[src/rtl/mdmp_pkg.sv]
// Package: shared types and constants of the motion delta mode processor.
`timescale 1ns / 1ps
package mdmp_pkg;

  localparam int DELTA_BITS_DEF = 12;
  localparam int MAG_W          = 16;
  localparam int DIV_STEPS      = 2;
  localparam int DIV_CYC        = MAG_W / DIV_STEPS;
  localparam int CNT_W          = $clog2(DIV_CYC);
  localparam int MUL_LAST       = 3;
  localparam int TICK_W         = 12;
  localparam int CFG_W          = 12;

  localparam logic signed [15:0] COS45_Q15 = 16'sd23170;

  localparam logic [8:0] ANG_0   = 9'd0;
  localparam logic [8:0] ANG_45  = 9'd45;
  localparam logic [8:0] ANG_90  = 9'd90;
  localparam logic [8:0] ANG_135 = 9'd135;
  localparam logic [8:0] ANG_180 = 9'd180;
  localparam logic [8:0] ANG_225 = 9'd225;
  localparam logic [8:0] ANG_270 = 9'd270;
  localparam logic [8:0] ANG_315 = 9'd315;
  localparam logic [8:0] ANG_360 = 9'd360;

  localparam logic [7:0] NIB_HI = 8'hF0;
  localparam logic [7:0] NIB_LO = 8'h0F;

  localparam logic [1:0] MODE_MOVE   = 2'd0;
  localparam logic [1:0] MODE_SCROLL = 2'd1;
  localparam logic [1:0] MODE_SNIPE  = 2'd2;
  localparam logic [1:0] MODE_BALL   = 2'd3;

  localparam logic [2:0] RK_NONE   = 3'd0;
  localparam logic [2:0] RK_MOVE   = 3'd1;
  localparam logic [2:0] RK_WHEEL  = 3'd2;
  localparam logic [2:0] RK_HWHEEL = 3'd3;
  localparam logic [2:0] RK_BALL   = 3'd4;

  localparam logic [1:0] DIR_XPOS = 2'd0;
  localparam logic [1:0] DIR_XNEG = 2'd1;
  localparam logic [1:0] DIR_YNEG = 2'd2;
  localparam logic [1:0] DIR_YPOS = 2'd3;

  localparam logic signed [1:0] STEP_UP   = 2'sb01;
  localparam logic signed [1:0] STEP_DOWN = 2'sb11;

  localparam logic [2:0] CFG_MOVE_DIV   = 3'd0;
  localparam logic [2:0] CFG_SNIPE_DIV  = 3'd1;
  localparam logic [2:0] CFG_BASE_ORIENT = 3'd2;
  localparam logic [2:0] CFG_EXTRA_ROT  = 3'd3;
  localparam logic [2:0] CFG_INV_X      = 3'd4;
  localparam logic [2:0] CFG_INV_Y      = 3'd5;
  localparam logic [2:0] CFG_SCROLL_TICK = 3'd6;
  localparam logic [2:0] CFG_BALL_TICK  = 3'd7;

  localparam logic [1:0] ORI_0   = 2'd0;
  localparam logic [1:0] ORI_90  = 2'd1;
  localparam logic [1:0] ORI_180 = 2'd2;
  localparam logic [1:0] ORI_270 = 2'd3;

  typedef enum logic [2:0] {
    ST_IDLE,
    ST_DIV_X,
    ST_DIV_Y,
    ST_ROT,
    ST_MUL,
    ST_CLIP,
    ST_EMIT
  } state_t;

endpackage

[src/rtl/motion_delta_mode_processor_core.sv]
// Top level: motion burst to pointer, scroll or ball action transaction.
// Steps: the X and Y quotients, a rotate, then for a 45-degree rotation a multiply and a clip,
// and last an emit of the result.
// A new transaction is taken only after the last result is emitted; a stalled result holds it back.
// Reset: synchronous active-low rst_n clears the sequencer, accumulators and result
// valid and returns the registers to their defaults.
`timescale 1ns / 1ps
module motion_delta_mode_processor_core
  import mdmp_pkg::*;
#(
  parameter int DELTA_BITS = DELTA_BITS_DEF
) (
  input  logic                    clk,
  input  logic                    rst_n,
  input  logic                    in_valid,
  output logic                    in_stall,
  input  logic [7:0]              in_x_low,
  input  logic [7:0]              in_y_low,
  input  logic [7:0]              in_xy_high,
  input  logic [1:0]              in_mode,
  output logic                    out_valid,
  input  logic                    out_stall,
  output logic [2:0]              out_report_kind,
  output logic signed [15:0]      out_move_x,
  output logic signed [15:0]      out_move_y,
  output logic signed [1:0]       out_wheel_step,
  output logic [1:0]              out_action_dir,
  input  logic                    cfg_valid,
  output logic                    cfg_ready,
  input  logic [2:0]              cfg_index,
  input  logic [CFG_W-1:0]        cfg_data
);

  state_t state_r, state_nxt;

  logic [7:0]              move_div_r, snipe_div_r;
  logic [1:0]              orient_r;
  logic [8:0]              rot_r;
  logic                    inv_x_r, inv_y_r;
  logic [TICK_W-1:0]       scroll_tick_r, ball_tick_r;

  logic signed [15:0]      sacc_x_r, sacc_y_r, bacc_x_r, bacc_y_r;
  logic signed [15:0]      sacc_x_nxt, sacc_y_nxt, bacc_x_nxt, bacc_y_nxt;
  logic [1:0]              last_mode_r;

  logic [CNT_W-1:0]        cnt_r, cnt_nxt;
  logic [7:0]              rem_r, rem_nxt;
  logic [MAG_W-1:0]        quo_r, quo_nxt;
  logic [7:0]              div_r, div_nxt;
  logic                    xneg_r, xneg_nxt, yneg_r, yneg_nxt;
  logic [MAG_W-1:0]        ymag_r, ymag_nxt;
  logic [1:0]              mode_r, mode_nxt;
  logic signed [15:0]      rx_r, rx_nxt, ry_r, ry_nxt;
  logic signed [15:0]      x_r, x_nxt, y_r, y_nxt;
  logic                    cneg_r, cneg_nxt, sneg_r, sneg_nxt;
  logic signed [17:0]      ax_r, ax_nxt, ay_r, ay_nxt;

  logic                    out_valid_r, out_valid_nxt;
  logic [2:0]              kind_r;
  logic signed [15:0]      mx_r, my_r;
  logic signed [1:0]       step_r;
  logic [1:0]              dir_r;

  logic                    in_fire, emit_ok, emit_fire;
  logic                    div_last, mul_last, rot45;
  logic [8:0]              rot_ang;

  logic [15:0]             raw_x, raw_y;
  logic signed [DELTA_BITS-1:0] dx, dy;
  logic signed [16:0]      sx, sy;
  logic [7:0]              div_sel;

  logic [7:0]              t_rem;
  logic [MAG_W-1:0]        t_quo;
  logic [8:0]              t_sh;
  logic signed [15:0]      q_signed;

  logic signed [15:0]      bx, by;
  logic signed [15:0]      mul_a, mul_b;
  logic signed [31:0]      prod;
  logic signed [16:0]      prod_q;

  logic signed [15:0]      xi, yi;
  logic                    nz, changed;
  logic signed [15:0]      sbx, sby, bbx, bby;
  logic signed [15:0]      snx, sny, bnx, bny;
  logic [2:0]              kind_e;
  logic signed [15:0]      mx_e, my_e;
  logic signed [1:0]       step_e;
  logic [1:0]              dir_e;

  function automatic logic [16:0] mag17(input logic signed [15:0] v);
    logic signed [16:0] w;
    w = 17'(v);
    return (w < 0) ? 17'(-w) : 17'(w);
  endfunction

  function automatic logic signed [15:0] clip16(input logic signed [17:0] v);
    if (v > 18'sd32767) begin
      return 16'sh7FFF;
    end else if (v < -18'sd32768) begin
      return 16'sh8000;
    end
    return v[15:0];
  endfunction

  assign in_fire   = in_valid && !in_stall;
  assign in_stall  = (state_r != ST_IDLE);
  assign cfg_ready = (state_r == ST_IDLE) && !in_valid;
  assign emit_ok   = !out_valid_r || !out_stall;
  assign emit_fire = (state_r == ST_EMIT) && emit_ok;
  assign div_last  = (cnt_r == CNT_W'(DIV_CYC - 1));
  assign mul_last  = (cnt_r == CNT_W'(MUL_LAST));
  assign rot_ang   = (rot_r >= ANG_360) ? 9'(rot_r - ANG_360) : rot_r;
  assign rot45     = (rot_ang == ANG_45) || (rot_ang == ANG_135) ||
                     (rot_ang == ANG_225) || (rot_ang == ANG_315);

  assign raw_x = {4'b0, 4'((in_xy_high & NIB_HI) >> 4), in_x_low};
  assign raw_y = {4'b0, 4'(in_xy_high & NIB_LO), in_y_low};
  assign dx    = raw_x[DELTA_BITS-1:0];
  assign dy    = raw_y[DELTA_BITS-1:0];
  assign sx    = 17'(dx);
  assign sy    = 17'(dy);

  always_comb begin
    div_sel = 8'd1;
    if (in_mode == MODE_MOVE) begin
      div_sel = move_div_r;
    end else if (in_mode == MODE_SNIPE) begin
      div_sel = snipe_div_r;
    end
    if (div_sel == 8'd0) begin
      div_sel = 8'd1;
    end
  end

  always_comb begin
    t_rem = rem_r;
    t_quo = quo_r;
    t_sh  = '0;
    for (int i = 0; i < DIV_STEPS; i++) begin
      t_sh  = {t_rem, t_quo[MAG_W-1]};
      t_quo = {t_quo[MAG_W-2:0], 1'b0};
      if (t_sh >= {1'b0, div_r}) begin
        t_rem    = 8'(t_sh - {1'b0, div_r});
        t_quo[0] = 1'b1;
      end else begin
        t_rem = t_sh[7:0];
      end
    end
  end

  always_comb begin
    q_signed = ((state_r == ST_DIV_X) ? xneg_r : yneg_r) ? 16'(-t_quo) : 16'(t_quo);
  end

  always_comb begin
    unique case (orient_r)
      ORI_0: begin
        bx = -rx_r;
        by = ry_r;
      end
      ORI_90: begin
        bx = ry_r;
        by = -rx_r;
      end
      ORI_180: begin
        bx = rx_r;
        by = -ry_r;
      end
      ORI_270: begin
        bx = -ry_r;
        by = rx_r;
      end
      default: begin
        bx = rx_r;
        by = ry_r;
      end
    endcase
  end

  always_comb begin
    mul_a = cnt_r[0] ? y_r : x_r;
    if (cnt_r[1] ^ cnt_r[0]) begin
      mul_b = sneg_r ? -COS45_Q15 : COS45_Q15;
    end else begin
      mul_b = cneg_r ? -COS45_Q15 : COS45_Q15;
    end
    prod   = mul_a * mul_b;
    prod_q = prod[31:15];
  end

  always_comb begin
    xi      = inv_x_r ? -x_r : x_r;
    yi      = inv_y_r ? -y_r : y_r;
    nz      = (xi != 16'sd0) || (yi != 16'sd0);
    changed = (mode_r != last_mode_r);
    sbx     = (mode_r == MODE_SCROLL && changed) ? 16'sd0 : sacc_x_r;
    sby     = (mode_r == MODE_SCROLL && changed) ? 16'sd0 : sacc_y_r;
    bbx     = (mode_r == MODE_BALL && changed) ? 16'sd0 : bacc_x_r;
    bby     = (mode_r == MODE_BALL && changed) ? 16'sd0 : bacc_y_r;
    snx     = sbx + xi;
    sny     = sby + yi;
    bnx     = bbx + xi;
    bny     = bby + yi;
    kind_e  = RK_NONE;
    mx_e    = '0;
    my_e    = '0;
    step_e  = '0;
    dir_e   = DIR_XPOS;
    sacc_x_nxt = sbx;
    sacc_y_nxt = sby;
    bacc_x_nxt = bbx;
    bacc_y_nxt = bby;
    if (nz) begin
      case (mode_r) inside
        MODE_MOVE, MODE_SNIPE: begin
          kind_e = RK_MOVE;
          mx_e   = xi;
          my_e   = yi;
        end
        MODE_SCROLL: begin
          sacc_x_nxt = snx;
          sacc_y_nxt = sny;
          if (mag17(sny) > 17'(scroll_tick_r)) begin
            kind_e = RK_WHEEL;
            step_e = (sny > 16'sd0) ? STEP_DOWN : STEP_UP;
          end else if (mag17(snx) > 17'(scroll_tick_r)) begin
            kind_e = RK_HWHEEL;
            step_e = (snx > 16'sd0) ? STEP_DOWN : STEP_UP;
          end
          if (kind_e != RK_NONE) begin
            sacc_x_nxt = '0;
            sacc_y_nxt = '0;
          end
        end
        default: begin
          bacc_x_nxt = bnx;
          bacc_y_nxt = bny;
          if (mag17(bnx) > 17'(ball_tick_r)) begin
            kind_e = RK_BALL;
            dir_e  = (bnx > 16'sd0) ? DIR_XPOS : DIR_XNEG;
          end else if (mag17(bny) > 17'(ball_tick_r)) begin
            kind_e = RK_BALL;
            dir_e  = (bny > 16'sd0) ? DIR_YPOS : DIR_YNEG;
          end
          if (kind_e != RK_NONE) begin
            bacc_x_nxt = '0;
            bacc_y_nxt = '0;
          end
        end
      endcase
    end
  end

  always_comb begin
    state_nxt = state_r;
    unique case (state_r)
      ST_IDLE:  if (in_fire) state_nxt = ST_DIV_X;
      ST_DIV_X: if (div_last) state_nxt = ST_DIV_Y;
      ST_DIV_Y: if (div_last) state_nxt = ST_ROT;
      ST_ROT:   state_nxt = rot45 ? ST_MUL : ST_EMIT;
      ST_MUL:   if (mul_last) state_nxt = ST_CLIP;
      ST_CLIP:  state_nxt = ST_EMIT;
      ST_EMIT:  if (emit_ok) state_nxt = ST_IDLE;
      default:  state_nxt = ST_IDLE;
    endcase
  end

  always_comb begin
    cnt_nxt  = cnt_r;
    rem_nxt  = rem_r;
    quo_nxt  = quo_r;
    div_nxt  = div_r;
    xneg_nxt = xneg_r;
    yneg_nxt = yneg_r;
    ymag_nxt = ymag_r;
    mode_nxt = mode_r;
    rx_nxt   = rx_r;
    ry_nxt   = ry_r;
    x_nxt    = x_r;
    y_nxt    = y_r;
    cneg_nxt = cneg_r;
    sneg_nxt = sneg_r;
    ax_nxt   = ax_r;
    ay_nxt   = ay_r;
    unique case (state_r)
      ST_IDLE: begin
        if (in_fire) begin
          cnt_nxt  = '0;
          rem_nxt  = '0;
          quo_nxt  = (sx < 0) ? MAG_W'(-sx) : MAG_W'(sx);
          ymag_nxt = (sy < 0) ? MAG_W'(-sy) : MAG_W'(sy);
          xneg_nxt = (sx < 0);
          yneg_nxt = (sy < 0);
          div_nxt  = div_sel;
          mode_nxt = in_mode;
        end
      end
      ST_DIV_X: begin
        cnt_nxt = cnt_r + 1'b1;
        rem_nxt = t_rem;
        quo_nxt = t_quo;
        if (div_last) begin
          rx_nxt  = q_signed;
          rem_nxt = '0;
          quo_nxt = ymag_r;
        end
      end
      ST_DIV_Y: begin
        cnt_nxt = cnt_r + 1'b1;
        rem_nxt = t_rem;
        quo_nxt = t_quo;
        if (div_last) begin
          ry_nxt = q_signed;
        end
      end
      ST_ROT: begin
        cnt_nxt  = '0;
        cneg_nxt = (rot_ang == ANG_135) || (rot_ang == ANG_225);
        sneg_nxt = (rot_ang == ANG_225) || (rot_ang == ANG_315);
        if (rot_ang == ANG_90) begin
          x_nxt = -by;
          y_nxt = bx;
        end else if (rot_ang == ANG_180) begin
          x_nxt = -bx;
          y_nxt = -by;
        end else if (rot_ang == ANG_270) begin
          x_nxt = by;
          y_nxt = -bx;
        end else begin
          x_nxt = bx;
          y_nxt = by;
        end
      end
      ST_MUL: begin
        cnt_nxt = cnt_r + 1'b1;
        case (cnt_r[1:0])
          2'd0:    ax_nxt = 18'(prod_q);
          2'd1:    ax_nxt = ax_r - 18'(prod_q);
          2'd2:    ay_nxt = 18'(prod_q);
          default: ay_nxt = ay_r + 18'(prod_q);
        endcase
      end
      ST_CLIP: begin
        x_nxt = clip16(ax_r);
        y_nxt = clip16(ay_r);
      end
      ST_EMIT: begin
      end
      default: begin
      end
    endcase
  end

  always_comb begin
    out_valid_nxt = out_valid_r;
    if (emit_fire) begin
      out_valid_nxt = 1'b1;
    end else if (out_valid_r && !out_stall) begin
      out_valid_nxt = 1'b0;
    end
  end

  always_ff @(posedge clk) begin
    if (!rst_n) begin
      state_r       <= ST_IDLE;
      out_valid_r   <= 1'b0;
      move_div_r    <= 8'd1;
      snipe_div_r   <= 8'd1;
      orient_r      <= ORI_0;
      rot_r         <= ANG_0;
      inv_x_r       <= 1'b0;
      inv_y_r       <= 1'b0;
      scroll_tick_r <= TICK_W'(20);
      ball_tick_r   <= TICK_W'(20);
      sacc_x_r      <= '0;
      sacc_y_r      <= '0;
      bacc_x_r      <= '0;
      bacc_y_r      <= '0;
      last_mode_r   <= MODE_MOVE;
      cnt_r         <= '0;
    end else begin
      state_r     <= state_nxt;
      out_valid_r <= out_valid_nxt;
      cnt_r       <= cnt_nxt;
      if (cfg_valid && cfg_ready) begin
        unique case (cfg_index)
          CFG_MOVE_DIV:    move_div_r    <= cfg_data[7:0];
          CFG_SNIPE_DIV:   snipe_div_r   <= cfg_data[7:0];
          CFG_BASE_ORIENT: orient_r      <= cfg_data[1:0];
          CFG_EXTRA_ROT:   rot_r         <= cfg_data[8:0];
          CFG_INV_X:       inv_x_r       <= cfg_data[0];
          CFG_INV_Y:       inv_y_r       <= cfg_data[0];
          CFG_SCROLL_TICK: scroll_tick_r <= cfg_data[TICK_W-1:0];
          CFG_BALL_TICK:   ball_tick_r   <= cfg_data[TICK_W-1:0];
          default: begin
          end
        endcase
      end
      if (emit_fire) begin
        sacc_x_r    <= sacc_x_nxt;
        sacc_y_r    <= sacc_y_nxt;
        bacc_x_r    <= bacc_x_nxt;
        bacc_y_r    <= bacc_y_nxt;
        last_mode_r <= mode_r;
      end
    end
  end

  always_ff @(posedge clk) begin
    rem_r  <= rem_nxt;
    quo_r  <= quo_nxt;
    div_r  <= div_nxt;
    xneg_r <= xneg_nxt;
    yneg_r <= yneg_nxt;
    ymag_r <= ymag_nxt;
    mode_r <= mode_nxt;
    rx_r   <= rx_nxt;
    ry_r   <= ry_nxt;
    x_r    <= x_nxt;
    y_r    <= y_nxt;
    cneg_r <= cneg_nxt;
    sneg_r <= sneg_nxt;
    ax_r   <= ax_nxt;
    ay_r   <= ay_nxt;
    if (emit_fire) begin
      kind_r <= kind_e;
      mx_r   <= mx_e;
      my_r   <= my_e;
      step_r <= step_e;
      dir_r  <= dir_e;
    end
  end

  assign out_valid       = out_valid_r;
  assign out_report_kind = kind_r;
  assign out_move_x      = mx_r;
  assign out_move_y      = my_r;
  assign out_wheel_step  = step_r;
  assign out_action_dir  = dir_r;

`ifndef SYNTH
  a_accept_starts_div: assert property (@(posedge clk) disable iff (!rst_n)
    in_fire |=> state_r == ST_DIV_X)
    else $error("transaction accepted without starting the quotient");

  a_rem_below_div: assert property (@(posedge clk) disable iff (!rst_n)
    (state_r == ST_DIV_X || state_r == ST_DIV_Y) |-> rem_r < div_r)
    else $error("divider remainder not below divisor");

  a_move_fields_idle: assert property (@(posedge clk) disable iff (!rst_n)
    (out_valid && out_report_kind != RK_MOVE) |-> (out_move_x == 16'sd0 && out_move_y == 16'sd0))
    else $error("move deltas set on a non-move result");

  a_emit_waits: assert property (@(posedge clk) disable iff (!rst_n)
    (state_r == ST_EMIT && out_valid_r && out_stall) |=> state_r == ST_EMIT)
    else $error("result dropped while output held");
`endif

endmodule

[config.mk]
export PLATFORM = sky130hd
export DESIGN_NAME = motion_delta_mode_processor_core
export DESIGN_NICKNAME = d
export VERILOG_FILES = /design/src/rtl/mdmp_pkg.sv /design/src/rtl/motion_delta_mode_processor_core.sv
export SDC_FILE = /design/constraint.sdc
export NUM_CORES = 2
export LEC_CHECK = 0
export ABC_AREA = 1
export BUFFER_PORTS_ARGS = -buffer_cell sky130_fd_sc_hd__buf_4
export CELL_PAD_IN_SITES_DETAIL_PLACEMENT = 0
export CELL_PAD_IN_SITES_GLOBAL_PLACEMENT = 1
export CORE_UTILIZATION = 45
export DETAILED_ROUTE_END_ITERATION = 10
export PLACE_DENSITY = 0.9
export SLEW_MARGIN = 10
export SYNTH_ARGS = -nofsm -noshare
export SYNTH_HDL_FRONTEND = slang
export SYNTH_SLANG_ARGS = --single-unit
[constraint.sdc]
create_clock -name clk -period 28.1 [get_ports clk]
set_clock_uncertainty 0.15 [all_clocks]
set_input_delay 5.62 -clock clk [delete_from_list [all_inputs] [get_ports clk]]
set_output_delay 5.62 -clock clk [all_outputs]
set_load 0.02 [all_outputs]
### Word-level counts from Yosys, hierarchy flattened

Index checks and enable logic that the tools add are counted.

| word-level totals | value |
|---|---|
| memories kept | 0 |
| latch bits | 0 |
| input bits | 46 |
| bits in read-only memories | 0 |
| word-level logic and storage cells | 283 |
| memory bits (writable) | 0 |
| register bits | 319 |

| cells by class | value |
|---|---|
| equal/unequal tests | 37 |
| shifts and indexed selects | 0 |
| $mul | 1 |
| div/mod/pow operators | 0 |
| reduce and logical (&&, ||, !) cells | 58 |
| $add $sub $neg | 23 |
| bitwise operators | 4 |
| $lt $le $gt $ge | 21 |
| muxes and demuxes | 102 |

Operator list:

| operator | number |
|---|---|
| $mux W16 | 43 |
| $pmux W16 S4 | 2 |
| $neg A16 Y16 | 7 |
| $pmux W18 S2 | 2 |
| $gt A17 B12 Y1 | 4 |
| $mux W17 | 4 |
| $neg A16 Y17 | 4 |
| $add A16 B16 Y16 | 4 |
| $gt A16 B1 Y1 const B | 4 |
| $lt A16 B1 Y1 const B | 4 |
| $pmux W16 S2 | 2 |
| $mux W8 | 6 |
| $pmux W16 S3 | 1 |
| $mux W3 | 15 |
| $gt A18 B16 Y1 const B | 2 |
| $lt A18 B16 Y1 const B | 2 |
| $mul A16 B16 Y32 | 1 |
| $neg A12 Y16 | 2 |
| $reduce_and A2 Y1 | 16 |
| $reduce_bool A16 Y1 | 2 |
| $eq A9 B8 Y1 const B | 3 |
| $eq A3 B3 Y1 const B | 8 |
| $lt A12 B1 Y1 const B | 2 |
| $pmux W8 S3 | 1 |
| 35 further kinds | 105 |

### Depth between registers and ports, before layout

| depth | value |
|---|---|
| word-level depth | 17 |
| mapped depth | 52 |
| gate-level depth less buffers | 50 |

### Worst setup path after synthesis

No wires, ideal clock.

| timing | value |
|---|---|
| kind | input -> output |
| start point | in in_valid |
| end point | out cfg_ready |
| path slack | 16.337 ns |
| data required time | 22.330 ns |
| arrival | 5.993 ns |
| stages on the path | 1 |
| cell sequence | nor2_1 |

| on the way | value |
|---|---|
| longest elaborated chain between the ends | 2 |

Ends and longest elaborated chain:

| what | RTL line | text |
|---|---|---|
| start: declaration | motion_delta_mode_processor_core.sv:15 | `input logic in_valid,` |
| $logic_not A1 Y1 | motion_delta_mode_processor_core.sv:109 | `assign cfg_ready = (state_r == ST_IDLE) && !in_valid;` |
| $logic_and A1 B1 Y1 | motion_delta_mode_processor_core.sv:109 |  |
| end: declaration | motion_delta_mode_processor_core.sv:29 | `output logic cfg_ready,` |

No other way between the ends.

### Worst setup path after layout

Same ends and word-level chain as after synthesis.

==> results.sh <==
export IMPL_track_usage_pct=27.1
export IMPL_path_clk_slew_ps=60
export IMPL_core_um2=80900
export IMPL_min_period_ps=12110
export IMPL_die_h_um=289
export IMPL_cts_buffers=40
export IMPL_synth_edf_count=192
export IMPL_yosysTopAreaCellShare_pct=15.6
export IMPL_required_ps=22330
export IMPL_wl_um=112000
export IMPL_setup_tns_ps=0
export IMPL_syn_inst=5348
export IMPL_finalSetupViolations=0
export IMPL_synth_area_leaders="edfxtp_1, nand2_1, fa_1"
export IMPL_portBuffers=87
export IMPL_worstSetupEndpointType="output port"
export IMPL_ys_warn_count=0
export IMPL_rsz0062_at_grt="false"
export IMPL_netlist_area_um2=37000
export IMPL_yosysSeqAreaShare_pct=22.4
export IMPL_synth_seq_cells=318
export IMPL_viasPerCell=5.35
export IMPL_outcome="completed"
export IMPL_place_hpwl_um=86800
export IMPL_cts_root_buf="clkbuf_16"
export IMPL_post_cts_resized=0
export IMPL_maxCapViolCount=0
export IMPL_insertion_delay_ps=610
export IMPL_hold_class="flop to flop"
export IMPL_gp_congestion=0.942
export IMPL_multiInputGateArea_um2=24500
export IMPL_crit_arrival_ps=6340
export IMPL_grt_ovfl_total=0
export IMPL_postCtsSetupBuffers=0
export IMPL_diodes=0
export IMPL_die_area_um2=83400
export IMPL_ant_nets=0
export IMPL_fin_hold_ws_ps=302
export IMPL_initial_utilization_pct=45.7
export IMPL_synth_flop_cell="edfxtp_1"
export IMPL_async_reset_ff_share_pct=0
export IMPL_die_w_um=289
export IMPL_yosys_top_cells_count="nand2_1, inv_1, nor2_1"
export IMPL_synth_largest_area_cell="edfxtp_1"
export IMPL_drt_iter0_drc=2995
export IMPL_utilization_pct=49.4
export IMPL_post_route_period_util_pct=43.1
export IMPL_drive_above_1_share_pct=6.94
export IMPL_final_nets=5908
export IMPL_cts_tree="done"
export IMPL_drc_errors=0
export IMPL_design_area_um2=40000
export IMPL_wl_per_cell_um=17.3
export IMPL_grt_max_degree=70
export IMPL_synth_most_common_cell="nand2_1"
export IMPL_clock_sink_count=318
export IMPL_ios=88
export IMPL_clockBufferDepth=3
export IMPL_cts_htree_levels=2
export IMPL_relSlewSlack_pct=15.4
export IMPL_vias=34600
export IMPL_grt_pass1_wl_um=179000
export IMPL_worst_pin_slew_ps=1260
export IMPL_crit_path_start_kind="input pin"
export IMPL_critPathMaxFanout=4
export IMPL_synth_cell_types=73
export IMPL_grt_pass1_vias=32400
export IMPL_n_fill_cell=8184
export IMPL_fp_row_count=104
export IMPL_final_hold_viol_count=0
export IMPL_antenna_found_initial=2
export IMPL_seqCellArea_um2=8290
export IMPL_syn_area_per_cell_um2=6.92
export IMPL_firstDrtPassIters=6
export IMPL_dpl_cell_area_um2=38700
export IMPL_crit_type="input pin to output port"
export IMPL_holdBufCountCts=0
export IMPL_fmax_ghz=0.0826
export IMPL_area_growth_pct=8.03
export IMPL_finalMaxSlewViolations=0
export IMPL_reg_top3="ax_r (18), ay_r (18)"
critical path: stages:
cell    delay (ps)
buf_4          110
nor2_1         380
buf_4          230
metrics by stage:
step	worst slack [ps]	std cells
finish	15990	6474
global route	15980	6474
CTS	16050	6474
detailed placement	16050	6400
global placement	16070	6400
floorplan	16340	5351
layout make-up:
type,instances,share of cell area [%]
timing repair buffer,135,2.53
clock inverter,21,0.563
inverter,949,8.91
tap,1060,3.32
clock buffer,53,2.70
multi-input combinational,3938,61.3
sequential,318,20.7
path summary, 6_finish.rpt:
kind / start / to / slack (ps) / depth (start not counted)
hold reg to reg: snipe_div_r[0] / snipe_div_r[0] / 300 / 2
hold / removal: snipe_div_r[0] / snipe_div_r[0] / 300 / 2
setup / recovery: in_valid / cfg_ready / 15990 / 3
setup reg to reg: cnt_r[0] / ay_r[14] / 17730 / 40
layer usage:
| layer | vias up | global-route usage (%) | part of all wire [%] | routed length [um] |
|---|---|---|---|---|
| met3 | 148 | 3.93 | 7.4 | 8280 |
| li1 | 17300 | - | - | - |
| met5 | - | 0 | 0.028 | 31 |
| met2 | 1116 | 42.8 | 45 | 49900 |
| met1 | 16100 | 38.7 | 46 | 51300 |
| met4 | 4 | 6.79 | 2.4 | 2650 |
placed cells by master (no fill, tap or decap), types with 18 or more instances in the layout:
cell	Yosys	layout
a21oi_1	341	341
a21oi_2	24	24
a31oi_1	20	20
buf_4	19	135
clkbuf_16	0	40
dfxtp_1	126	126
edfxtp_1	192	192
fa_1	221	221
ha_1	259	259
inv_1	916	915
inv_2	27	28
nand2_1	1402	1401
nand2_2	32	33
nand3_1	314	314
nand3b_1	26	26
nand4_1	118	118
nor2_1	434	429
nor2_2	19	22
nor3_1	57	56
o211ai_1	28	28
o21ai_0	253	251
o21bai_1	22	22
o22ai_1	18	18
xnor2_1	31	31
xor2_1	141	141
cell families (layout without fill, tap and decap cells):
kind of cell             after synthesis  in the layout  synth area share (%)
AO/OA/AOI/OAI                        798            798                  12.2
XOR/XNOR                             176            176                  4.24
adder cells (fa/ha/maj)              480            480                  20.7
buffers and inverters               1095           1158                  11.6
flip-flops                           318            318                  22.4
multiplexers                           1              1                0.0304
other                                  1              4                0.0101
AND/OR/NAND/NOR                     2479           2479                  28.8
Power is left out: the tool's default activity adds up to more than one toggle a clock period on the data nets, which glitch-free logic cannot reach.
